[src/design/tlpw_ram.sv]
// ----------------------------------------------------------------------------
// tlpw_ram
// single-port ram, one read or write per cycle, registered read data
// ----------------------------------------------------------------------------
module tlpw_ram #(
    parameter int WIDTH = 8,
    parameter int DEPTH = 256
) (
    input  logic                     clk,
    input  logic                     en,
    input  logic                     we,
    input  logic [$clog2(DEPTH)-1:0] addr,
    input  logic [WIDTH-1:0]         wdata,
    output logic [WIDTH-1:0]         rdata
);

    logic [WIDTH-1:0] mem [DEPTH];
    logic [WIDTH-1:0] rdata_reg;

    always_ff @(posedge clk)
    begin
        if (en)
        begin
            if (we)
            begin
                mem[addr] <= wdata;
            end
            rdata_reg <= mem[addr];
        end
    end

    assign rdata = rdata_reg;

endmodule

[config.mk]
export PLATFORM = sky130hd
export DESIGN_NAME = tlpw_ram
export DESIGN_NICKNAME = d
export VERILOG_FILES = /design/src/design/tlpw_ram.sv
export SDC_FILE = /design/constraint.sdc
export NUM_CORES = 2
export LEC_CHECK = 0
export BUFFER_PORTS_ARGS = -buffer_cell sky130_fd_sc_hd__buf_2
export CAP_MARGIN = 20
export CORE_UTILIZATION = 58
export CTS_CLUSTER_SIZE = 24
export DETAILED_ROUTE_END_ITERATION = 16
export PLACE_DENSITY = 0.79
export SKIP_CTS_REPAIR_TIMING = 1
export SKIP_LAST_GASP = 1
export SYNTH_ARGS = -nofsm -noshare
export SYNTH_HDL_FRONTEND = slang
export SYNTH_SLANG_ARGS = --single-unit
export TNS_END_PERCENT = 5
[constraint.sdc]
create_clock -name clk -period 3 [get_ports clk]
set_input_delay 0.3 -clock clk [delete_from_list [all_inputs] [get_ports clk]]
set_output_delay 0.3 -clock clk [all_outputs]
set_load 0.05 [all_outputs]
==> metrics <==
Routed WL 201000 µm; Final Non-Filler Cells 5970; I/O Buffers 26; Cells after Synth 3525; first-pass GRT wire length 288000 µm; clock sinks 2056; combinational family with the most area after synthesis multiplexers; Avg Vias per Cell 6.84; initial drt markers 6426; Synth top area share 0.788; post-synth top area cell edfxtp_1; CP Launch Type flip-flop; number of I/O pins 27; Post-synth ARST share 0; Slew headroom 0.145; NetSw 12.1 mW; CTS tree done; detailed-route via count 40900; Worst EP arrival 3520 ps; Clock Pin Slew Worst Setup and Hold Paths 60 ps; total track usage 0.298; Avg WL per Cell 33.6 µm; Max Clock Freq 0.336 GHz; Synth Area in Adders 0; Max clock buf depth 3; CTS root buffer clkbuf_16; max reg flops 2048; Pwr Density 638 mW/mm²; Synth warnings 0; top-count cell post-synth edfxtp_1; Setup Crit Path Kind flip-flop to flip-flop; count of cell types in the netlist 21; global placement routability congestion 0.846; status finished, violations left; Max Slew Vio Count 0; Worst VDD drop 666 µV; CP bufs+invs 1; Initial Util 0.586; Die Height 370 µm; max_cap viols 0; drt first pass iters 11; simple-gate area share of the yosys netlist 0.0160; failing checks DRC; DR DRC count 6; clk_lat worst skew 800 ps; Worst EP required 3550 ps; Nets 4074; Seq pwr share 0.548; compound-gate portion of the synthesized area 0.0363; placed insts 5632; Top delay family on crit path compound AO/OA/AOI/OAI gates; worst hold path type primary input to flip-flop; leading cell types by count after synthesis edfxtp_1, mux4_2, nor2_1; Pint 45.7 mW; Max Clock Skew 25.8 ps; sequential share of the synthesized area 0.788; Layout area overhead 15.6%; endpoints failing setup 0; DRT antenna net count 0; Crit-path slowest cell o41ai_1; Cell Rows 134; crit-path max FO 1; vias in the first global route 41300; cts bufs inserted 187; main flop type after synthesis edfxtp_1; critical-path cell list mux4_2, a22oi_1, a21oi_1, o41ai_1, buf_4, nand4_1; mapped cell area 0.0784 mm²; core area 0.134 mm²; clock share of power 0.402; Syn Nets 3544; Syn Area/Cell 22.2 µm²; crit path time final 2970 ps; Synth Area in XOR/XNOR 0; share of cell area taken by muxes after synthesis 0.147; HPWL Detailed 118000 µm; number of enable flip-flop cells after synthesis 2056; Switching Fraction 0.209; share of cells above drive strength 1 0.320; Worst Setup End Kind flip-flop; CP max stage delay 890 ps; largest net degree at the start of global routing 120; Clock H-tree levels 4; DIE AREA 0.137 mm²; #FFs+latches synth 2056; Final Cycle Share 0.991; residual overflow from global routing 0; initial antenna violation count 9; Final Hold Fails 0; worst slew pin tran 1270 ps; Die X 370 µm; static leakage 28.7 nW; hold_ws 16.5 ps; largest cells by area after synthesis edfxtp_1, mux4_2, a22oi_1; RSZ-0062 raised after global routing false; Gate power share 0.050
[cell families after synthesis]
family / count (synthesis)
buf+inv: 225
flops: 2056
simple gates: 316
compound gates: 416
mux: 512
[through the flow]
stage / power (mW) / util / setup TNS [ps] / cell area [µm²] / worst slack, ps
finish: 57.7 / 0.677 / 0 / 90600 / 28.2
global route: 59.0 / 0.677 / 0 / 90600 / 44.8
CTS: 57.9 / 0.677 / -24.7 / 90500 / -24.7
detailed placement: 35.1 / 0.633 / -3880 / 84700 / -719
global placement: 35.0 / 0.633 / -3640 / 84700 / -657
floorplan: 33.7 / - / 0 / 78400 / 440
[routing by layer]
metal  up-vias  track usage  part of all wire
met4         6        0.125             0.045
met1     21100        0.404              0.34
li1      16000            -                 -
met3       509       0.0621              0.12
met5         -            0           0.00019
met2      3189        0.478              0.49
[power groups by stage]
stage | sequential, mW | clock [mW] | combinational [mW]
2_1_floorplan | 32.3 | 0 | 1.36
6_report | 31.7 | 23.2 | 2.88
3_5_place_dp | 32.3 | 0 | 2.81
5_1_grt | 31.7 | 24.3 | 2.98
4_1_cts | 31.7 | 23.3 | 2.85
3_3_place_gp | 32.3 | 0 | 2.73
[worst paths after layout]
path         startpoint           to  slack (ps)  depth (start not counted)
min            wdata[6]  mem[236][6]          20                          1
min reg2reg  mem[99][1]     rdata[1]        1100                          5
max          mem[46][5]     rdata[5]          30                          6
max reg2reg  mem[46][5]     rdata[5]          30                          6
[layout by cell type (no fill, tap or decap), types with 3 or more instances in the layout]
cell	count
clkinv_8	3
nand2_2	11
clkinv_2	32
clkinv_1	47
nand3_1	4
bufinv_16	15
buf_12	64
mux4_2	512
a21oi_1	128
clkbuf_8	8
nand4_1	8
o41ai_1	30
clkbuf_1	39
nand2_1	19
nor2_1	258
buf_2	18
clkbuf_16	192
a22oi_1	256
nor2b_1	4
edfxtp_1	2056
buf_4	474
[cell type report]
type                            count  area, µm²
Clock inverter                    104        906
Fill cell                        7656      43200
Sequential cell                  2056      61700
Clock buffer                      231       4950
Timing Repair Buffer              566       5070
Multi-Input combinational cell   1244      15700
Tap cell                         1768       2210
Antenna cell                        1       2.50
No activity file was read; power rests on OpenSTA's default activity.
